==> src/bls_pkg.sv <==
`default_nettype none
// ----------------------------------------------------------------------------
// bls_pkg
// Shared types and constants of the bounded LIFO stack: command and status
// codes, datapath command and status bundles.
// ----------------------------------------------------------------------------
package bls_pkg;

   localparam int VALUE_W  = 32;
   localparam int COUNT_W  = 5;
   localparam int CMD_W    = 2;
   localparam int STATUS_W = 2;

   localparam logic [COUNT_W-1:0] CAP_RESET = 5'd16;

   typedef enum logic [CMD_W-1:0] {
      CMD_PUSH = 2'd0,
      CMD_POP  = 2'd1,
      CMD_PEEK = 2'd2,
      CMD_SWAP = 2'd3
   } cmd_type;

   typedef enum logic [STATUS_W-1:0] {
      STS_OK        = 2'd0,
      STS_OVERFLOW  = 2'd1,
      STS_UNDERFLOW = 2'd2
   } status_type;

   typedef enum logic [1:0] {
      ADDR_FREE = 2'd0,
      ADDR_TOP  = 2'd1,
      ADDR_NEXT = 2'd2
   } addr_sel_type;

   typedef enum logic [1:0] {
      WR_PUSH = 2'd0,
      WR_RAM  = 2'd1,
      WR_TMP  = 2'd2
   } wr_sel_type;

   typedef struct packed {
      logic         rd_en;
      logic         wr_en;
      addr_sel_type addr_sel;
      wr_sel_type   wr_sel;
      logic         tmp_load;
      logic         count_inc;
      logic         count_dec;
      logic         rsp_load;
      logic         rsp_from_ram;
      status_type   rsp_status;
   } dp_cmd_type;

   typedef struct packed {
      logic empty;
      logic two;
      logic full;
      logic rsp_busy;
   } dp_stat_type;

endpackage : bls_pkg
`default_nettype wire

==> src/bounded_lifo_stack_core.sv <==
`default_nettype none
// ----------------------------------------------------------------------------
// bounded_lifo_stack_core
// Bounded LIFO stack with push, pop, peek and swap of the top two entries.
//
//   Channel | Dir | Handshake     | Beat contents
//   req     | in  | valid / stall | cmd, push_value
//   rsp     | out | valid / stall | read_value, status, count, is_empty, is_full
//   csr     | in  | valid / ready | capacity (csr_ready always high)
//
// Push and every rejected command are answered in the accepting state. Pop
// and peek: one registered RAM read. Swap: two reads and two writes through
// the single RAM port pair. One command is in flight at a time.
// Reset clears the count and sets capacity to 16; the RAM is not cleared.
// A stalled result holds the next command off until the beat is taken.
// ----------------------------------------------------------------------------
module bounded_lifo_stack_core
   import bls_pkg::*;
#(
   parameter int DEPTH      = 16,
   parameter int DATA_WIDTH = 32
) (
   input  wire logic                      clock,
   input  wire logic                      reset,
   input  wire logic                      req_valid,
   output logic                           req_stall,
   input  wire logic [CMD_W-1:0]          req_cmd,
   input  wire logic signed [VALUE_W-1:0] req_push_value,
   output logic                           rsp_valid,
   input  wire logic                      rsp_stall,
   output logic signed [VALUE_W-1:0]      rsp_read_value,
   output logic [STATUS_W-1:0]            rsp_status,
   output logic [COUNT_W-1:0]             rsp_count,
   output logic                           rsp_is_empty,
   output logic                           rsp_is_full,
   input  wire logic                      csr_valid,
   output logic                           csr_ready,
   input  wire logic [COUNT_W-1:0]        csr_data
);

   dp_cmd_type  dp_cmd;
   dp_stat_type dp_stat;

   assign csr_ready = 1'b1;

   bls_ctrl u_ctrl (
      .clock     (clock),
      .reset     (reset),
      .req_valid (req_valid),
      .req_stall (req_stall),
      .req_cmd   (req_cmd),
      .stat      (dp_stat),
      .cmd       (dp_cmd)
   );

   bls_dpath #(
      .DEPTH      (DEPTH),
      .DATA_WIDTH (DATA_WIDTH)
   ) u_dpath (
      .clock          (clock),
      .reset          (reset),
      .cmd            (dp_cmd),
      .stat           (dp_stat),
      .push_value     (req_push_value),
      .csr_valid      (csr_valid),
      .csr_data       (csr_data),
      .rsp_stall      (rsp_stall),
      .rsp_valid      (rsp_valid),
      .rsp_read_value (rsp_read_value),
      .rsp_status     (rsp_status),
      .rsp_count      (rsp_count),
      .rsp_is_empty   (rsp_is_empty),
      .rsp_is_full    (rsp_is_full)
   );

endmodule : bounded_lifo_stack_core
`default_nettype wire

==> src/bls_ram.sv <==
`default_nettype none
// ----------------------------------------------------------------------------
// bls_ram
// Generic single-write, single-read RAM with registered read data.
// ----------------------------------------------------------------------------
module bls_ram #(
   parameter int WIDTH = 32,
   parameter int DEPTH = 16
) (
   input  wire logic                     clock,
   input  wire logic                     wr_en,
   input  wire logic [$clog2(DEPTH)-1:0] wr_addr,
   input  wire logic [WIDTH-1:0]         wr_data,
   input  wire logic                     rd_en,
   input  wire logic [$clog2(DEPTH)-1:0] rd_addr,
   output logic      [WIDTH-1:0]         rd_data
);

   logic [WIDTH-1:0] mem_ff [DEPTH];
   logic [WIDTH-1:0] rd_data_ff;

   always_ff @(posedge clock) begin
      if (wr_en) begin
         mem_ff[wr_addr] <= wr_data;
      end
      if (rd_en) begin
         rd_data_ff <= mem_ff[rd_addr];
      end
   end

   assign rd_data = rd_data_ff;

endmodule : bls_ram
`default_nettype wire

==> src/bls_dpath.sv <==
`default_nettype none
// ----------------------------------------------------------------------------
// bls_dpath
// Stack datapath: entry RAM, entry count, capacity register, swap holding
// register and the result register.
// ----------------------------------------------------------------------------
module bls_dpath
   import bls_pkg::*;
#(
   parameter int DEPTH      = 16,
   parameter int DATA_WIDTH = 32
) (
   input  wire logic                      clock,
   input  wire logic                      reset,
   input  wire dp_cmd_type                cmd,
   output dp_stat_type                    stat,
   input  wire logic signed [VALUE_W-1:0] push_value,
   input  wire logic                      csr_valid,
   input  wire logic [COUNT_W-1:0]        csr_data,
   input  wire logic                      rsp_stall,
   output logic                           rsp_valid,
   output logic signed [VALUE_W-1:0]      rsp_read_value,
   output logic [STATUS_W-1:0]            rsp_status,
   output logic [COUNT_W-1:0]             rsp_count,
   output logic                           rsp_is_empty,
   output logic                           rsp_is_full
);

   localparam int AW         = $clog2(DEPTH);
   localparam int XW         = (AW > COUNT_W) ? AW : COUNT_W;
   localparam int DEPTH_CLIP = (DEPTH > 31) ? 31 : DEPTH;
   localparam logic [COUNT_W-1:0] DEPTH_LIM = COUNT_W'(DEPTH_CLIP);

   logic [COUNT_W-1:0]        count_ff, count_in;
   logic [COUNT_W-1:0]        cap_ff, cap_in;
   logic [COUNT_W-1:0]        eff_cap;
   logic [DATA_WIDTH-1:0]     tmp_ff, tmp_in;
   logic                      rsp_valid_ff, rsp_valid_in;
   logic signed [VALUE_W-1:0] rsp_value_ff, rsp_value_in;
   logic [STATUS_W-1:0]       rsp_status_ff;
   logic [COUNT_W-1:0]        rsp_count_ff;
   logic                      rsp_empty_ff, rsp_full_ff;

   logic [COUNT_W-1:0]        addr5;
   logic [XW-1:0]             addr_x;
   logic [AW-1:0]             ram_addr;
   logic [DATA_WIDTH-1:0]     ram_wdata, ram_rdata, push_data;
   logic signed [VALUE_W-1:0] ram_wide;

   generate
      if (DATA_WIDTH > VALUE_W) begin : g_wide
         assign push_data = {{(DATA_WIDTH-VALUE_W){1'b0}}, push_value};
         assign ram_wide  = ram_rdata[VALUE_W-1:0];
      end else if (DATA_WIDTH == VALUE_W) begin : g_equal
         assign push_data = push_value;
         assign ram_wide  = ram_rdata;
      end else begin : g_narrow
         assign push_data = push_value[DATA_WIDTH-1:0];
         assign ram_wide  = {{(VALUE_W-DATA_WIDTH){ram_rdata[DATA_WIDTH-1]}}, ram_rdata};
      end
   endgenerate

   always_comb begin
      eff_cap = (cap_ff > DEPTH_LIM) ? DEPTH_LIM : cap_ff;

      unique case (cmd.addr_sel)
         ADDR_FREE: addr5 = count_ff;
         ADDR_TOP:  addr5 = count_ff - COUNT_W'(1);
         ADDR_NEXT: addr5 = count_ff - COUNT_W'(2);
         default:   addr5 = count_ff;
      endcase
      addr_x   = XW'(addr5);
      ram_addr = addr_x[AW-1:0];

      unique case (cmd.wr_sel)
         WR_PUSH: ram_wdata = push_data;
         WR_RAM:  ram_wdata = ram_rdata;
         WR_TMP:  ram_wdata = tmp_ff;
         default: ram_wdata = push_data;
      endcase

      priority if (cmd.count_inc) begin
         count_in = count_ff + COUNT_W'(1);
      end else if (cmd.count_dec) begin
         count_in = count_ff - COUNT_W'(1);
      end else begin
         count_in = count_ff;
      end

      cap_in       = csr_valid ? csr_data : cap_ff;
      tmp_in       = cmd.tmp_load ? ram_rdata : tmp_ff;
      rsp_value_in = cmd.rsp_from_ram ? ram_wide : '0;
      rsp_valid_in = cmd.rsp_load | (rsp_valid_ff & rsp_stall);
   end

   bls_ram #(
      .WIDTH (DATA_WIDTH),
      .DEPTH (DEPTH)
   ) u_ram (
      .clock   (clock),
      .wr_en   (cmd.wr_en),
      .wr_addr (ram_addr),
      .wr_data (ram_wdata),
      .rd_en   (cmd.rd_en),
      .rd_addr (ram_addr),
      .rd_data (ram_rdata)
   );

   always_ff @(posedge clock) begin
      if (reset) begin
         count_ff     <= '0;
         cap_ff       <= CAP_RESET;
         rsp_valid_ff <= 1'b0;
      end else begin
         count_ff     <= count_in;
         cap_ff       <= cap_in;
         rsp_valid_ff <= rsp_valid_in;
      end
   end

   always_ff @(posedge clock) begin
      tmp_ff <= tmp_in;
      if (cmd.rsp_load) begin
         rsp_value_ff  <= rsp_value_in;
         rsp_status_ff <= cmd.rsp_status;
         rsp_count_ff  <= count_in;
         rsp_empty_ff  <= (count_in == '0);
         rsp_full_ff   <= (count_in >= eff_cap);
      end
   end

   assign stat.empty    = (count_ff == '0);
   assign stat.two      = (count_ff >= COUNT_W'(2));
   assign stat.full     = (count_ff >= eff_cap);
   assign stat.rsp_busy = rsp_valid_ff & rsp_stall;

   assign rsp_valid      = rsp_valid_ff;
   assign rsp_read_value = rsp_value_ff;
   assign rsp_status     = rsp_status_ff;
   assign rsp_count      = rsp_count_ff;
   assign rsp_is_empty   = rsp_empty_ff;
   assign rsp_is_full    = rsp_full_ff;

   a_count_bound: assert property (@(posedge clock) disable iff (reset)
      count_ff <= DEPTH_LIM)
      else $error("entry count beyond store depth");

   a_push_room: assert property (@(posedge clock) disable iff (reset)
      cmd.count_inc |-> !stat.full)
      else $error("push into full stack");

   a_pop_held: assert property (@(posedge clock) disable iff (reset)
      cmd.count_dec |-> !stat.empty)
      else $error("pop from empty stack");

   a_no_overwrite: assert property (@(posedge clock) disable iff (reset)
      cmd.rsp_load |-> !stat.rsp_busy)
      else $error("pending result overwritten");

   a_count_with_rsp: assert property (@(posedge clock) disable iff (reset)
      (count_in != count_ff) |-> cmd.rsp_load)
      else $error("count moved without a result");

endmodule : bls_dpath
`default_nettype wire

==> src/bls_ctrl.sv <==
`default_nettype none
// ----------------------------------------------------------------------------
// bls_ctrl
// Stack controller: accepts a command, checks it against the count status
// and sequences the RAM reads and writes of the datapath.
// ----------------------------------------------------------------------------
module bls_ctrl
   import bls_pkg::*;
(
   input  wire logic              clock,
   input  wire logic              reset,
   input  wire logic              req_valid,
   output logic                   req_stall,
   input  wire logic [CMD_W-1:0]  req_cmd,
   input  wire dp_stat_type       stat,
   output dp_cmd_type             cmd
);

   typedef enum logic [4:0] {
      S_IDLE   = 5'b00001,
      S_READ   = 5'b00010,
      S_SWAP_A = 5'b00100,
      S_SWAP_B = 5'b01000,
      S_SWAP_C = 5'b10000
   } state_type;

   state_type state_ff, state_in;
   logic      pop_ff, pop_in;
   logic      accept;

   assign req_stall = (state_ff != S_IDLE) | stat.rsp_busy;
   assign accept    = req_valid & ~req_stall;

   always_comb begin
      state_in = state_ff;
      pop_in   = pop_ff;

      cmd              = '0;
      cmd.addr_sel     = ADDR_TOP;
      cmd.wr_sel       = WR_PUSH;
      cmd.rsp_status   = STS_OK;

      unique case (state_ff)
         S_IDLE: begin
            if (accept) begin
               unique case (cmd_type'(req_cmd))
                  CMD_PUSH: begin
                     cmd.rsp_load = 1'b1;
                     if (stat.full) begin
                        cmd.rsp_status = STS_OVERFLOW;
                     end else begin
                        cmd.wr_en     = 1'b1;
                        cmd.addr_sel  = ADDR_FREE;
                        cmd.count_inc = 1'b1;
                     end
                  end
                  CMD_POP, CMD_PEEK: begin
                     if (stat.empty) begin
                        cmd.rsp_load   = 1'b1;
                        cmd.rsp_status = STS_UNDERFLOW;
                     end else begin
                        cmd.rd_en = 1'b1;
                        pop_in    = (cmd_type'(req_cmd) == CMD_POP);
                        state_in  = S_READ;
                     end
                  end
                  CMD_SWAP: begin
                     if (!stat.two) begin
                        cmd.rsp_load   = 1'b1;
                        cmd.rsp_status = STS_UNDERFLOW;
                     end else begin
                        cmd.rd_en = 1'b1;
                        state_in  = S_SWAP_A;
                     end
                  end
                  default: begin
                     cmd.rsp_load = 1'b0;
                  end
               endcase
            end
         end
         S_READ: begin
            cmd.rsp_load     = 1'b1;
            cmd.rsp_from_ram = 1'b1;
            cmd.count_dec    = pop_ff;
            state_in         = S_IDLE;
         end
         S_SWAP_A: begin
            cmd.tmp_load = 1'b1;
            cmd.rd_en    = 1'b1;
            cmd.addr_sel = ADDR_NEXT;
            state_in     = S_SWAP_B;
         end
         S_SWAP_B: begin
            cmd.wr_en  = 1'b1;
            cmd.wr_sel = WR_RAM;
            state_in   = S_SWAP_C;
         end
         S_SWAP_C: begin
            cmd.wr_en    = 1'b1;
            cmd.addr_sel = ADDR_NEXT;
            cmd.wr_sel   = WR_TMP;
            cmd.rsp_load = 1'b1;
            state_in     = S_IDLE;
         end
         default: begin
            state_in = S_IDLE;
         end
      endcase
   end

   always_ff @(posedge clock) begin
      if (reset) begin
         state_ff <= S_IDLE;
         pop_ff   <= 1'b0;
      end else begin
         state_ff <= state_in;
         pop_ff   <= pop_in;
      end
   end

endmodule : bls_ctrl
`default_nettype wire
==> config.mk <==
export PLATFORM = sky130hd
export DESIGN_NAME = bounded_lifo_stack_core
export DESIGN_NICKNAME = d
export VERILOG_FILES = /design/src/bls_pkg.sv /design/src/bounded_lifo_stack_core.sv /design/src/bls_ram.sv /design/src/bls_dpath.sv /design/src/bls_ctrl.sv
export SDC_FILE = /design/constraint.sdc
export NUM_CORES = 1
export LEC_CHECK = 0
export ABC_CLOCK_PERIOD_IN_PS = 17480
export BUFFER_PORTS_ARGS = -buffer_cell sky130_fd_sc_hd__buf_2
export CORE_MARGIN = 2
export CORE_UTILIZATION = 42
export CTS_CLUSTER_SIZE = 40
export DETAILED_ROUTE_END_ITERATION = 6
export GPL_TIMING_DRIVEN = 0
export PLACE_DENSITY = 0.65
export SLEW_MARGIN = 20
export SYNTH_ARGS = -nofsm -noshare
export SYNTH_HDL_FRONTEND = slang
export SYNTH_SLANG_ARGS = --single-unit
==> constraint.sdc <==
create_clock -name clock -period 17.48 [get_ports clock]
set_clock_uncertainty 0.2 [all_clocks]
set_input_delay 5.244 -clock clock [delete_from_list [all_inputs] [get_ports clock]]
set_output_delay 5.244 -clock clock [all_outputs]
set_load 0.005 [all_outputs]
==> results.json <==
{
  "drive_gt1_frac": 0.1872,
  "hold_violations": 0,
  "period_minus_slack_ps": 11030,
  "clk_transition_reported_paths_ps": 60,
  "htreeDepth": 3,
  "synth_top_cell_by_area": "edfxtp_1",
  "fp.dieW_um": 242.6,
  "synth_area_mm2": 0.02391,
  "timing.final.max_slew_violations": 0,
  "worstPathRequired_ps": 12040,
  "syn_nets": 1526,
  "pwr-share-comb": 0.209,
  "grt_pass1_wl_mm": 99.77,
  "drc": 21,
  "synth_top_cell_area_share": 0.7750,
  "finalSetupTns_ps": 0,
  "setup_viol": 0,
  "synth_cell_types": 52,
  "seq_area_frac_synth": 0.7892,
  "ios": 88,
  "port-buffer-count": 85,
  "synthTopCellsByArea": "edfxtp_1 (77%), a222oi_1 (5.4%), nand2_1 (3.2%)",
  "status": "finished with violations",
  "hold_path_class": "register to register",
  "async_reset_ff_frac": 0,
  "cts.repair.resized": 0,
  "path_max_fanout": 2,
  "drtAntennaViolNets": 0,
  "avgRoutedWirePerCell_um": 27.72,
  "seq_power_share": 0.443,
  "place_area_mm2": 0.02612,
  "max_cap_viol_count": 0,
  "power_density_mw_per_mm2": 141.6,
  "ys_warn_count": 0,
  "swShare": 0.3019,
  "synth_edf_count": 617,
  "p_leak_nw": 9.578,
  "cts.sinks": 634,
  "cts_inserted_buffers": 66,
  "dieHeight_um": 242.6,
  "firstDrtPassIters": 7,
  "r2r_setup_slack_ps": 10870,
  "final_common_cell": "edfxtp_1",
  "gr-total-overflow": 0,
  "core_mm2": 0.05639,
  "power.share.clock": 0.347,
  "vias": 15070,
  "start_kind": "input port",
  "power.internal_w": 0.002792,
  "worst_pin_slew_ps": 1142,
  "worstSetupPathType": "input port to output port",
  "grt_pass1_vias": 14700,
  "insertion_delay_ps": 620,
  "peakVddDrop_v": 0.00008345,
  "grt_util_all_layers": 0.2325,
  "grt_setup_unrepaired": "no",
  "final_area_mm2": 0.02825,
  "cts-hold-fix-buffers": 0,
  "start_util": 0.4240,
  "layout_common_cells": "edfxtp_1 (617), nand2_1 (205), a21oi_1 (139)",
  "clockBufferDepth": 3,
  "worstPathArrival_ps": 5590,
  "drt_iter0_markers": 2915,
  "area_delta_synth_final_pct": 18.17,
  "cts_root_buffer": "clkbuf_16",
  "place_congestion": 0.8332,
  "dp_hpwl_mm": 45.75,
  "ys_seq_elements": 634,
  "violations": "DRC",
  "antenna_found_initial": 0,
  "end_kind": "output port",
  "synthCells": 1460,
  "post_cts_buffers": 0,
  "viasPerCell": 6.016,
  "grt_max_degree": 42,
  "finalCritPeriodShare": 0.6313,
  "fmax_ghz": 0.09062,
  "core.rowCount": 87,
  "cts_tree": "done",
  "fin_nets": 1763,
  "relSlewSlack": 0.2384,
  "synth_area_per_cell_um2": 16.38,
  "switchingPower_w": 0.001208,
  "wl_mm": 69.43,
  "synth-main-ff-cell": "edfxtp_1",
  "dieArea_mm2": 0.05885
}
==> state kept, by name, summed over array words and instances (netlist names) <==
| signal | cells |
|---|---|
| u_ctrl.state_ff | 5 |
| u_dpath.cap_ff | 5 |
| u_dpath.rsp_count | 5 |
| u_dpath.rsp_is_full | 1 |
| u_dpath.count_ff | 5 |
| u_dpath.rsp_valid | 1 |
| u_ctrl.pop_ff | 1 |
| u_dpath.rsp_read_value | 32 |
| u_dpath.tmp_ff | 32 |
| u_dpath.u_ram.mem_ff | 512 |
| u_dpath.rsp_is_empty | 1 |
| u_dpath.u_ram.rd_data | 32 |
| u_dpath.rsp_status | 2 |
==> worst paths after layout <==
path | to | from | cells past startpoint
setup / recovery | req_stall | rsp_stall | 4
hold / removal | u_dpath.tmp_ff[28] | u_dpath.u_ram.rd_data[28] | 0
setup reg to reg | u_dpath.u_ram.mem_ff[1][8] | u_dpath.count_ff[0] | 18
hold reg to reg | u_dpath.tmp_ff[28] | u_dpath.u_ram.rd_data[28] | 0
==> final cells by class <==
type	count	area (µm²)
fill	4688	28130
multi-input combinational	714	4674
sequential	634	18870
clock inverter	39	405.4
antenna	2	5.005
inverter	17	66.31
clock buffer	79	1700
tap	756	945.9
timing repair buffer	169	1166
buffer	95	420.4
==> power by group through the flow <==
stage	Combinational, W	Clock (W)	Sequential, W
finish	0.000837	0.00139	0.00177
global route	0.000888	0.00146	0.00178
CTS	0.000823	0.00140	0.00177
detailed placement	0.000818	0	0.00180
global placement	0.000793	0	0.00181
floorplan	0.000458	0	0.00180
==> worst max-delay path, stage by stage <==
cell,delay (ps)
buf_2,100
nand2_1,70
nand2_1,50
buf_2,130
==> cell usage after synthesis, drive strengths merged (18+ instances only) <==
cell	n
a22oi	34
nor3b	18
or4	32
clkbuf	51
nand2	205
and3	35
buf	44
ha	22
a21oi	140
a222oi	128
edfxtp	617
==> cell families after synthesis <==
group / synth area share
flops: 0.7892
xor+xnor: 0.002564
other cells: 0.0001569
mux: 0.002983
compound gates: 0.1034
simple gates: 0.07023
fa+ha+maj: 0.01151
buf+inv: 0.01994
==> routing by layer <==
layer,up-vias,GRT usage,wire length [µm]
li1,6399,-,-
met1,7509,0.3165,27120
met2,1028,0.3653,31720
met3,134,0.05893,8334
met4,0,0.08012,2266
met5,-,0,0
==> per-stage QoR <==
stage	setup slack [ps]	util	instances	hold slack, ps	total power, W
after global placement	1613	0.4483	2301	250.4	0.002603
final	6445	0.5010	2505	270.3	0.004000
after detailed placement	6341	0.4633	2385	256.4	0.002622
after floorplan	6618	-	1460	242.1	0.002260
after global routing	6396	0.5010	2503	285.4	0.004121
after CTS	6446	0.5006	2503	271.4	0.003999
Note: power is estimated with default switching activity, not from simulation.
